===== src/rtl/core/cdq_pkg.sv =====
package cdq_pkg;

  localparam int DATA_W  = 32;
  localparam int ACT_W   = 2;
  localparam int STAT_W  = 2;
  localparam int COUNT_W = 5;
  localparam int CAP_W   = 5;

  localparam logic [CAP_W-1:0] CAP_RESET = 5'd16;

  typedef enum logic [ACT_W-1:0] {
    ACT_PUSH_FRONT = 2'd0,
    ACT_PUSH_REAR  = 2'd1,
    ACT_POP_FRONT  = 2'd2,
    ACT_POP_REAR   = 2'd3
  } action_t;

  typedef enum logic [STAT_W-1:0] {
    ST_DONE  = 2'd0,
    ST_FULL  = 2'd1,
    ST_EMPTY = 2'd2
  } status_t;

  // Controller to datapath.
  typedef struct packed {
    logic exec;   // apply the accepted action
    logic fill;   // load the front/rear cache from the read data
  } cdq_cmd_t;

  // Datapath to controller.
  typedef struct packed {
    logic need_fill;  // the action being applied leaves a new end to fetch
  } cdq_stat_t;

endpackage


===== src/rtl/core/cdq_datapath.sv =====
module cdq_datapath import cdq_pkg::*; #(
  parameter int DEPTH = 16
) (
  input  logic                     clk,
  input  logic                     rst,
  input  cdq_cmd_t                 cmd,
  output cdq_stat_t                stat,
  input  logic                     cfg_we,
  input  logic [CAP_W-1:0]         cfg_capacity,
  input  logic [ACT_W-1:0]         action,
  input  logic signed [DATA_W-1:0] data_in,
  output logic signed [DATA_W-1:0] data_out,
  output logic [STAT_W-1:0]        status,
  output logic [COUNT_W-1:0]       count,
  output logic signed [DATA_W-1:0] front_value,
  output logic signed [DATA_W-1:0] rear_value,
  output logic                     is_empty,
  output logic                     is_full
);

  localparam int IW     = $clog2(DEPTH);
  localparam int CapMax = (DEPTH < 31) ? DEPTH : 31;

  logic [CAP_W-1:0]   capacity;
  logic [COUNT_W-1:0] occupancy;
  logic [IW-1:0]      head;
  logic [IW-1:0]      tail;
  logic [DATA_W-1:0]  front_reg;
  logic [DATA_W-1:0]  rear_reg;
  logic [DATA_W-1:0]  data_out_reg;
  status_t            status_reg;
  logic               fill_front;

  logic [DATA_W-1:0]  mem [DEPTH];
  logic [DATA_W-1:0]  rdata;

  logic [CAP_W-1:0]   cap_eff;
  logic [CAP_W-1:0]   cap_dec;
  logic [IW-1:0]      cap_m1;
  action_t            act;

  logic [COUNT_W-1:0] occupancy_next;
  logic [IW-1:0]      head_next;
  logic [IW-1:0]      tail_next;
  logic [DATA_W-1:0]  front_next;
  logic [DATA_W-1:0]  rear_next;
  logic [DATA_W-1:0]  popped;
  status_t            status_next;
  logic               fill_front_next;
  logic               we;
  logic [IW-1:0]      waddr;
  logic               re;
  logic [IW-1:0]      raddr;

  // Clamp the register to 1..min(DEPTH, 31).
  always_comb begin
    if (capacity == '0) begin
      cap_eff = CAP_W'(1);
    end else if (capacity > CAP_W'(CapMax)) begin
      cap_eff = CAP_W'(CapMax);
    end else begin
      cap_eff = capacity;
    end
    cap_dec = cap_eff - CAP_W'(1);
    cap_m1  = IW'(cap_dec);
  end

  assign act = action_t'(action);

  always_comb begin
    occupancy_next  = occupancy;
    head_next       = head;
    tail_next       = tail;
    front_next      = front_reg;
    rear_next       = rear_reg;
    popped          = '0;
    status_next     = ST_DONE;
    fill_front_next = fill_front;
    we              = 1'b0;
    waddr           = head;
    re              = 1'b0;
    raddr           = head;
    stat.need_fill  = 1'b0;
    case (act) inside
      ACT_PUSH_FRONT, ACT_PUSH_REAR: begin
        if (occupancy >= cap_eff) begin
          status_next = ST_FULL;
        end else begin
          we             = 1'b1;
          occupancy_next = occupancy + COUNT_W'(1);
          if (occupancy == '0) begin
            head_next  = '0;
            tail_next  = '0;
            waddr      = '0;
            front_next = data_in;
            rear_next  = data_in;
          end else if (act == ACT_PUSH_FRONT) begin
            head_next  = (head == '0) ? cap_m1 : head - IW'(1);
            waddr      = head_next;
            front_next = data_in;
          end else begin
            tail_next = (tail == cap_m1) ? '0 : tail + IW'(1);
            waddr     = tail_next;
            rear_next = data_in;
          end
        end
      end
      default: begin
        if (occupancy == '0) begin
          status_next = ST_EMPTY;
        end else begin
          occupancy_next = occupancy - COUNT_W'(1);
          if (act == ACT_POP_FRONT) begin
            popped          = front_reg;
            head_next       = (head == cap_m1) ? '0 : head + IW'(1);
            raddr           = head_next;
            fill_front_next = 1'b1;
          end else begin
            popped          = rear_reg;
            tail_next       = (tail == '0) ? cap_m1 : tail - IW'(1);
            raddr           = tail_next;
            fill_front_next = 1'b0;
          end
          // Last entry gone: rewind both pointers, nothing to fetch.
          if (occupancy == COUNT_W'(1)) begin
            head_next = '0;
            tail_next = '0;
          end else begin
            re             = 1'b1;
            stat.need_fill = 1'b1;
          end
        end
      end
    endcase
  end

  always_ff @(posedge clk) begin
    if (rst) begin
      capacity  <= CAP_RESET;
      occupancy <= '0;
      head      <= '0;
      tail      <= '0;
    end else if (cfg_we) begin
      capacity  <= cfg_capacity;
      occupancy <= '0;
      head      <= '0;
      tail      <= '0;
    end else if (cmd.exec) begin
      occupancy <= occupancy_next;
      head      <= head_next;
      tail      <= tail_next;
    end
  end

  always_ff @(posedge clk) begin
    if (cmd.exec) begin
      front_reg    <= front_next;
      rear_reg     <= rear_next;
      data_out_reg <= popped;
      status_reg   <= status_next;
      fill_front   <= fill_front_next;
    end else if (cmd.fill) begin
      if (fill_front) begin
        front_reg <= rdata;
      end else begin
        rear_reg <= rdata;
      end
    end
  end

  always_ff @(posedge clk) begin
    if (cmd.exec && we) begin
      mem[waddr] <= data_in;
    end
    if (cmd.exec && re) begin
      rdata <= mem[raddr];
    end
  end

  assign data_out    = data_out_reg;
  assign status      = status_reg;
  assign count       = occupancy;
  assign is_empty    = (occupancy == '0);
  assign is_full     = (occupancy == cap_eff);
  assign front_value = is_empty ? '0 : front_reg;
  assign rear_value  = is_empty ? '0 : rear_reg;

endmodule


===== config.mk =====
export PLATFORM = sky130hd
export DESIGN_NAME = cdq_datapath
export DESIGN_NICKNAME = d
export VERILOG_FILES = /design/src/rtl/core/cdq_pkg.sv /design/src/rtl/core/cdq_datapath.sv
export SDC_FILE = /design/constraint.sdc
export NUM_CORES = 1
export LEC_CHECK = 0
export BUFFER_PORTS_ARGS = -buffer_cell sky130_fd_sc_hd__buf_4
export CAP_MARGIN = 20
export CORE_MARGIN = 2
export CORE_UTILIZATION = 60
export DETAILED_ROUTE_END_ITERATION = 8
export HOLD_SLACK_MARGIN = 0.12
export PLACE_DENSITY_LB_ADDON = 0.12
export SYNTH_ARGS = -nofsm -noshare
export SYNTH_HDL_FRONTEND = slang
export SYNTH_SLANG_ARGS = --single-unit

===== constraint.sdc =====
create_clock -name clk -period 7.52 [get_ports clk]
set_clock_uncertainty 0.05 [all_clocks]
set_input_delay 1.504 -clock clk [delete_from_list [all_inputs] [get_ports clk]]
set_output_delay 1.504 -clock clk [all_outputs]
set_load 0.1 [all_outputs]

==> metrics <==
Fmax=between 0.2 and 0.25 GHz; WL met1=26320 um; DRT Wirelength=60690 um; flops & latches, synth=661; WL met2=roughly 28000 um; leakage power figure=about 10 nW; Synth Net Count=roughly 1800; Final Hold Violating Endpoints=0; share of cells above drive strength 1=0.2291; RSZ-0062 raised after global routing=no; area growth from synthesis to layout=14.13%; Synth Area in Adders=0.006418; crit share post-route=0.6126; ys flop type=edfxtp_1; distinct cell type count after synthesis=67; cts bufs inserted=66; first-pass GRT wire length=just over 90000 um; EDFF count, synth=approximately 640; die area=between 40000 and 50000 sq um; final core occ=0.6894; worst slew pin tran=roughly 1600 ps; mux contribution to synthesized area=0.1155; syn_area_per_cell=15.66 sq um; initial antenna violation count=0; slowest stage delay, CP=940 ps; main combinational cell family by area after synthesis=multiplexers; drt via density=slightly above 6; CTS tree=built; Sink Count=~660; all-layer global routing usage=0.2597; DP HPWL=approximately 33000 um; # Post-CTS Setup Buffers=0; Setup Crit Path Kind=flop to flop; 1st-iter DRT viols=approximately 1500; VDD IR max=around 210 uV; hold slack=511.1 ps; number of remaining DRC errors=0; Initial Utilization=0.6041; Die Wd=between 200 and 250 um; largest net degree at the start of global routing=about 260; via count=15437; CTS-repair resized insts=0; failing checks=max-slew violations; Post-Syn Instances=between 1500 and 2000; crit path DAT=4840 ps; PortBufs=about 150; status=complete, but fails checks; CP Data Required Time=7760 ps; DR top layer=met4; crit start category=flop; global placement routability congestion=roughly 0.85; Setup-failing EPs final=0; Worst Hold Class=flop to flop; CTS Hold Buffers Added=0; worst skew pair latency=about 600 ps; clock slew at reported path FFs=about 60 ps; fin. max-slew vios=just under 80; critical path's slowest cell=nor3_2; relative slew slack=-0.04485; critical path cell sequence=nor3_1 -> nor2_1 -> nor2_1 -> inv_1 -> ha_1 -> xnor2_1 -> xnor2_1 -> nor4_2 -> o21ai_0 -> a32oi_1 -> nand3_1 -> nor3_2 -> buf_4; TNS Setup=0 ps; Tmin final=4606 ps; CTS root buffer=clkbuf_16; wire length per cell=between 20 and 25 um; row cnt=78; Antenna Nets Post-Route=0; Syn. warnings=0; io pins=150; total power=roughly 0.0083 W; number of flip-flops in the largest register=512; post-synthesis compound-gate area fraction=0.06344; Mapped Area=between 20000 and 30000 sq um; H-tree depth=3; Longest Clk Path Bufs=3; number of global-route vias before repair=approximately 15000; nets=1954; max_cap viols=0; asr flop ratio synth=0; core area=45190 sq um; register area share after synthesis=0.7206; n_diodes=0; Vert. Die Dim=between 200 and 250 um; critical-path maximum fanout=13; fraction of the mapped netlist area in simple logic gates=0.06862; CP endpoint kind=flop; Pre-antenna DRT Iters=7; Pwr Density=approximately 270 nW/um^2; register with the most flip-flops=mem; Post-Synth XOR/XNOR Area=0.004676; total gr overflow=0; Met3 Routed Length=roughly 4700 um
## layer usage
layer,GRT usage,vias to the layer above
li1,-,7013
met3,0.06122,110
met1,0.3646,7720
met4,0.08128,0
met2,0.4071,594
met5,0,-
## through the flow
stage	std cells	worst slack (ps)	cell area, sq um
final	2547	2914	31150
after global placement	2428	2895	29140
after detailed placement	2428	2842	29140
after CTS	2547	2897	31150
after floorplan	1743	1330	27290
after global routing	2547	2555	31150
## path summary, 6_finish.rpt
check	slack, ps	end	depth (start not counted)	start
max	2910	mem[5][10]	13	capacity[2]
min	510	capacity[3]	2	capacity[3]
max reg2reg	2910	mem[5][10]	13	capacity[2]
min reg2reg	510	capacity[3]	2	capacity[3]
## cells by family after synthesis
kind of cell	count (synthesis)
multiplexers	295
XOR/XNOR	13
buffers and inverters	123
flip-flops	661
adder cells (fa/ha/maj)	14
AND/OR/NAND/NOR	397
AO/OA/AOI/OAI	240
## report_power, final
group          switching [W]  internal (W)
Clock                0.00134       0.00175
Combinational       0.000738      0.000294
Sequential         0.0000268       0.00413
## cell usage in the layout (no fill, tap or decap), types with 19 or more instances in the layout
master and n:
o211ai_1 135, mux2i_1 135, nand2_1 212, buf_4 185
mux2_1 21, edfxtp_1 643, clkbuf_16 67, and2_1 68
nor2_1 28, clkbuf_1 19, a21oi_1 44, nand4_1 32
mux2_2 139
## cell usage after synthesis, drive strengths merged, types with 6 or more instances
cell    instances  area share
edfxtp        643        0.71
nand2         212       0.029
mux2          160       0.066
mux2i         135       0.050
o211ai        135       0.037
and2           68       0.016
buf            55       0.011
clkbuf         48      0.0066
a21oi          45      0.0083
nand4          32      0.0073
nor2           30      0.0041
nor3           20      0.0037
dfxtp          18       0.013
inv            18      0.0025
o21ai          18      0.0033
ha             14      0.0064
xnor2           9      0.0029
a22oi           6      0.0018
nand2b          6      0.0014
## critical path: cells and delay by family (launching register included)
family	cells	cell delay (ps)
xor+xnor	2	440
fa+ha+maj	1	250
buf+inv	2	540
simple gates	6	2140
flops	1	330
compound gates	2	540
## cell type report
type / instances / area [sq um]
clock inverter: 33 / 260.3
tap: 600 / 750.7
inverter: 20 / 75.07
timing repair buffer: 188 / 1449
clock buffer: 86 / 1748
sequential: 661 / 19670
multi-input combinational: 959 / 7201
fill: 2993 / 14030
Power figures use the tool's default switching activity.
