==> src/rtl/core/cdq_pkg.sv <==
package cdq_pkg;

  localparam int DATA_W  = 32;
  localparam int ACT_W   = 2;
  localparam int STAT_W  = 2;
  localparam int COUNT_W = 5;
  localparam int CAP_W   = 5;

  localparam logic [CAP_W-1:0] CAP_RESET = 5'd16;

  typedef enum logic [ACT_W-1:0] {
    ACT_PUSH_FRONT = 2'd0,
    ACT_PUSH_REAR  = 2'd1,
    ACT_POP_FRONT  = 2'd2,
    ACT_POP_REAR   = 2'd3
  } action_t;

  typedef enum logic [STAT_W-1:0] {
    ST_DONE  = 2'd0,
    ST_FULL  = 2'd1,
    ST_EMPTY = 2'd2
  } status_t;

  // Controller to datapath.
  typedef struct packed {
    logic exec;   // apply the accepted action
    logic fill;   // load the front/rear cache from the read data
  } cdq_cmd_t;

  // Datapath to controller.
  typedef struct packed {
    logic need_fill;  // the action being applied leaves a new end to fetch
  } cdq_stat_t;

endpackage

==> src/rtl/core/cdq_ctrl.sv <==
module cdq_ctrl import cdq_pkg::*; (
  input  logic      clk,
  input  logic      rst,
  input  logic      req_valid,
  output logic      req_ready,
  output logic      rsp_valid,
  input  logic      rsp_ready,
  input  cdq_stat_t stat,
  output cdq_cmd_t  cmd
);

  typedef enum logic [2:0] {
    S_IDLE = 3'b001,
    S_FILL = 3'b010,
    S_OUT  = 3'b100
  } state_t;

  state_t state;
  state_t state_next;

  always_ff @(posedge clk) begin
    if (rst) begin
      state <= S_IDLE;
    end else begin
      state <= state_next;
    end
  end

  always_comb begin
    state_next = state;
    req_ready  = 1'b0;
    rsp_valid  = 1'b0;
    cmd        = '0;
    unique case (state)
      S_IDLE: begin
        req_ready = 1'b1;
        if (req_valid) begin
          cmd.exec   = 1'b1;
          state_next = stat.need_fill ? S_FILL : S_OUT;
        end
      end
      S_FILL: begin
        cmd.fill   = 1'b1;
        state_next = S_OUT;
      end
      S_OUT: begin
        rsp_valid = 1'b1;
        if (rsp_ready) begin
          state_next = S_IDLE;
        end
      end
      default: begin
        state_next = S_IDLE;
      end
    endcase
  end

endmodule

==> config.mk <==
export PLATFORM = sky130hd
export DESIGN_NAME = cdq_ctrl
export DESIGN_NICKNAME = d
export VERILOG_FILES = /design/src/rtl/core/cdq_pkg.sv /design/src/rtl/core/cdq_ctrl.sv
export SDC_FILE = /design/constraint.sdc
export NUM_CORES = 1
export LEC_CHECK = 0
export ABC_CLOCK_PERIOD_IN_PS = 1400
export BUFFER_PORTS_ARGS = -buffer_cell sky130_fd_sc_hd__buf_2
export CAP_MARGIN = 20
export CORE_AREA = 3 3 40 42
export CTS_BUF_LIST = sky130_fd_sc_hd__clkbuf_4
export CTS_CLUSTER_DIAMETER = 80
export CTS_CLUSTER_SIZE = 10
export DETAILED_ROUTE_END_ITERATION = 8
export DIE_AREA = 0 0 43 45
export PLACE_DENSITY = 0.34
export REMOVE_ABC_BUFFERS = 1
export SLEW_MARGIN = 20
export SYNTH_ARGS = -nofsm -noshare
export SYNTH_HDL_FRONTEND = slang
export SYNTH_SLANG_ARGS = --single-unit
export TNS_END_PERCENT = 5
==> constraint.sdc <==
create_clock -name clk -period 1.4 [get_ports clk]
set_input_delay 0 -clock clk [delete_from_list [all_inputs] [get_ports clk]]
set_output_delay 0 -clock clk [all_outputs]
set_load 0.01 [all_outputs]
==> results of run 1 <==
==> cells by family after synthesis <==
| kind of cell | after synthesis | synth area share |
|---|---|---|
| and+or+nand+nor | 8 | 0.4758 |
| DFF | 3 | 0.3871 |
| AOI/OAI and AO/OA | 2 | 0.1129 |
| buffers and inverters | 1 | 0.02417 |
==> layer usage <==
layer  wire [um]  vias up  part of all wire
met3          49        0              0.13
met4           0        0                 0
met5           0        -                 0
li1            -       84                 -
met2         190        5              0.48
met1         152       72              0.39
==> worst register-to-register path: cells and delay by family, from the launching register on <==
family | cells | cell delay (ps)
DFF | 1 | 350
and+or+nand+nor | 1 | 540
AOI/OAI and AO/OA | 1 | 140
==> cell usage after synthesis <==
master / instances
nor3b_2: 1
or4b_1: 1
nor4b_1: 2
and4bb_2: 1
o311a_1: 1
inv_1: 1
o31ai_1: 1
dfxtp_1: 3
and3_1: 1
nor3b_1: 2
==> cell usage in the layout, fill, tap and decap left out, drive strengths merged <==
| cell | Yosys | final |
|---|---|---|
| buf | 0 | 8 |
| clkbuf | 0 | 4 |
| dfxtp | 3 | 3 |
| nor3b | 3 | 3 |
| nor4b | 2 | 2 |
| and4bb | 1 | 1 |
| inv | 1 | 1 |
| and3 | 1 | 1 |
| or4b | 1 | 1 |
| o311a | 1 | 1 |
| o31ai | 1 | 1 |
| dlygate4sd3 | 0 | 1 |
==> repair_timing <==
action,CTS,global route
hold buffers,1,0
buffers inserted,0,0
gates resized for setup,0,0
hold endpoints to repair,1,0
endpoints found under the setup margin,0,0
==> worst min-delay path by stage <==
stage | cells after the start | start | end | slack (ps)
finish | 2 | stat | state[1] | 30
global route | 2 | stat | state[1] | 20
CTS | 2 | stat | state[1] | 20
detailed placement | 3 | rst | state[0] | 220
global placement | 3 | rst | state[0] | 230
floorplan | 2 | rst | state[0] | 110
==> area by class of cell <==
class	instances	area (sq um)
well taps	15	18.77
multi-input cells	10	91.34
repair buffers	9	50.05
inverters	1	3.754
clock buffers	4	30.03
fillers	146	1031
flip-flops and latches	3	60.06
==> power by group <==
part	leakage [nW]	internal, mW	switching, mW
logic	0.0755	0.0255	0.0176
registers	0.0247	0.0920	0.00911
clock network	0.0184	0.126	0.0427
total	0.119	0.243	0.0694
==> metrics by stage <==
| step | worst slack, ps | cell area (sq um) | total power, mW | util |
|---|---|---|---|---|
| 3_5_place_dp | 270.5 | 214.0 | 0.1436 | 0.1665 |
| 4_1_cts | 258.0 | 254.0 | 0.3233 | 0.1977 |
| 5_1_grt | 182.2 | 254.0 | 0.3379 | 0.1977 |
| 3_3_place_gp | 272.3 | 214.0 | 0.1437 | 0.1665 |
| 2_1_floorplan | 320.0 | 155.1 | 0.1253 | - |
| 6_report | 263.1 | 254.0 | 0.3129 | 0.1977 |
==> metrics.cfg, run 1 <==
[final_layout]
regMostFlops=state
drive_gt1_frac=0.5185
reg_top3=state x3
instances_no_fill=42
largest_reg_flops=3
syn_to_final_growth_pct=63.71
nNetsFinal=33
diodes=0

[cts]
clkLatencyLatePin_ps=230
cts_root_buf=clkbuf_4
clockBufferDepth=2
clkTransAtPathRegs_ps=40
h-tree-depth=1
cts_tree=done
cts_buffers=3
clkSinkCount=3

[floorplan]
rows=13
fp.dieH_um=45
dieArea_sq_um=1935
io_pins=9
core-area_sq_um=1285
fp.dieW_um=43
start_util=0.1207

[worst_setup_path]
critPathMaxFanout=7
path_buf_inv=0
path_delay_family=simple AND/OR/NAND/NOR gates
crit_required_ps=1510
arrival_ps=1250
crit_end=state[2]
cp_num_cells=2
r2r_cells=2
r2r_start=state[2]
r2r_end=state[2]
worst_setup_path_end_kind=flip-flop
crit_path_top_delay_cell=or4b_1
ff2ff_setup_slack_ps=260
crit_type=flip-flop to flip-flop
crit_path_max_incr_delay_ps=540
crit_chain=or4b_1, o311a_1
startpoint=state[2]
worstSetupStartpointType=flip-flop

[power]
power.density_nw_per_um2=1232
ir_worst_vdd_uv=268.7
leakagePower_nw=0.1186

[sta]
maxSlewViolCount=0
fin_worst_skew_ps=1.647
max_freq_mhz=879.6
grt_setup_unrepaired=no
period_share=0.8121
relSlewSlack=0.7282
finalSetupViolCount=0
fin_crit_ps=1137
timing.hold.ws_ps=27.37
worst_slew_pin_slew_ps=402.0
final_hold_viol_count=0
fin_setup_tns_ps=0

[grt]
grt_overflow=0
grt_pass1_wl_um=669
grt_use_met2=0.05689
busiest_layer=met4
grt_max_degree=8
met3_usage=0.04781
antenna_found_initial=0
first_global_vias=158
track_usage=0.05241
grt_use_met1=0.04808

[worst_hold_path]
hold_path.class=input port to flip-flop

[routing]
drc=0
vias=161
vias_per_cell=3.833
detail_route.wl_per_cell_um=9.333
drt_wl_total_um=392
drtIter0Drc=1
ant_nets=0
detailedRoute.firstPassIterationCount=2

[synth]
ys_ff_latch=3
ys_types=10
synth_top_area_share=0.3871
yosys_warnings=0
syn_area_per_cell_sq_um=11.08
syn_inst=14
synth_area_sq_um=155.1
synth_area_leaders=dfxtp_1 (39%), nor4b_1 (11%), nor3b_1 (9.7%)
seq_area_frac_synth=0.3871
yosysTopAreaCell=dfxtp_1

[outcome]
status=complete, no violations

[run]
drv_cap=0

[placement]
portBuffers=8
place.gp.congestion=0.6623
dp_hpwl_um=298.3
place_inst=37

Note: power is estimated with default switching activity, not from simulation.
==> run 2, diff against run 1 <==
- ABC_CLOCK_PERIOD_IN_PS: 1400 -> 1000
- PLACE_DENSITY: 0.34 -> 0.35
- clock period: 1.4 -> 1 ns (I/O delays scaled with it)
==> metrics.cfg, run 2 (same netlist as run 1, synthesis figures left out) <==
[outcome]
status=complete, but fails checks
violations=setup timing

[floorplan]
start_util=0.1207
dieArea_sq_um=1935
rows=13
io_pins=9
fp.dieW_um=43
core-area_sq_um=1285
fp.dieH_um=45

[power]
power_mw=0.4781
ir_worst_vdd_uv=361.1
leakagePower_nw=0.1490
power.density_nw_per_um2=1475

[routing]
detailedRoute.firstPassIterationCount=1
drtIter0Drc=0
drc=0
drt_wl_total_um=471
ant_nets=0
vias=185
detail_route.wl_per_cell_um=10.24
vias_per_cell=4.022

[sta]
maxSlewViolCount=0
fin_setup_tns_ps=-216.0
fin_crit_ps=1097
period_share=1.097
fin_worst_skew_ps=1.900
final_hold_viol_count=0
grt_setup_unrepaired=yes
finalSetupViolCount=5
relSlewSlack=0.7254
worst_slew_pin_slew_ps=406.1
max_freq_mhz=911.7
worst_slack_ps=-96.81

[run]
drv_cap=0

[final_layout]
nNetsFinal=37
layout_common_cells=buf_2 (7), clkbuf_4 (4), buf_6 (3)
mostFrequentLayoutCell=buf_2
reg_top3=state x3
regMostFlops=state
syn_to_final_growth_pct=108.9
final_area_sq_um=324.1
diodes=0
drive_gt1_frac=0.7742
largest_reg_flops=3

[cts]
cts_buffers=3
clockBufferDepth=2
clkTransAtPathRegs_ps=40
clkSinkCount=3
cts_root_buf=clkbuf_4
h-tree-depth=1
clkLatencyLatePin_ps=230
post-cts-setup-buffers=0
cts_tree=done

[placement]
placed_area_sq_um=244.0
portBuffers=8
place_ws_ps=-100.8
place.gp.congestion=0.6928

[worst_setup_path]
crit_required_ps=1110
worstSetupStartpointType=flip-flop
arrival_ps=1210
worst_setup_path_end_kind=flip-flop
critPathMaxFanout=6
crit_type=flip-flop to flip-flop

[grt]
grt_pass1_wl_um=759
grt_overflow=0
track_usage=0.05824
antenna_found_initial=0
first_global_vias=198
grt_max_degree=7

[worst_hold_path]
hold_path.class=input port to flip-flop

-- run 2: cell count changes in the layout (fill, tap and decap cells not counted), moves of 2 or more --
cell	before	now
dfxtp_2	0	2
buf_6	0	3
buf_4	0	2
nor3b_1	2	0
dfxtp_1	3	0
-- run 2: layout make-up --
| class | count | area (sq um) |
|---|---|---|
| fillers | 138 | 960.9 |
| repair buffers | 13 | 93.84 |
| inverters | 1 | 3.754 |
| flip-flops and latches | 3 | 66.31 |
| multi-input cells | 10 | 111.4 |
| clock buffers | 4 | 30.03 |
| well taps | 15 | 18.77 |
-- run 2: metrics by stage --
step | hold slack (ps) | cells | util
after global placement | 239.9 | 41 | 0.1899
after detailed placement | 222.6 | 41 | 0.1899
after global routing | 31.99 | 46 | 0.2522
after CTS | 21.46 | 46 | 0.2493
final | 31.32 | 46 | 0.2522
after floorplan | 114.4 | 14 | -
-- run 2: worst paths after layout --
kind                               start        to  slack (ps)  cells past startpoint
worst max-delay path            state[1]  state[2]        -100                      2
worst min-delay path                stat  state[1]          30                      2
worst max register to register  state[1]  state[2]        -100                      2
worst min register to register  state[0]  state[0]         640                      2
-- run 2: report_power, final --
group	switching, mW	leakage (nW)	internal, mW	total, mW
Clock	0.0597	0.0184	0.176	0.236
Sequential	0.0126	0.0255	0.130	0.142
Combinational	0.0350	0.105	0.0649	0.0999
-- run 2: what timing repair did --
| action | 4_1_cts | 5_1_grt |
|---|---|---|
| endpoints found under the setup margin | 7 | 7 |
| pin swaps | 3 | 0 |
| hold endpoints to repair | 1 | 0 |
| hold buffers | 1 | 0 |
| resized for setup | 10 | 1 |
-- run 2: worst max-delay path, stage by stage, from the launching register on --
cell     delay (ps)
dfxtp_2         340
or4b_4          510
o311a_1         140
-- run 2: layer usage --
layer / vias to the layer above / track usage / wire length (um)
met5: - / 0 / 0
met2: 9 / 0.08383 / 220
met3: 0 / 0.04781 / 74
li1: 93 / - / -
met1: 83 / 0.05048 / 176
met4: 0 / 0.05422 / 0
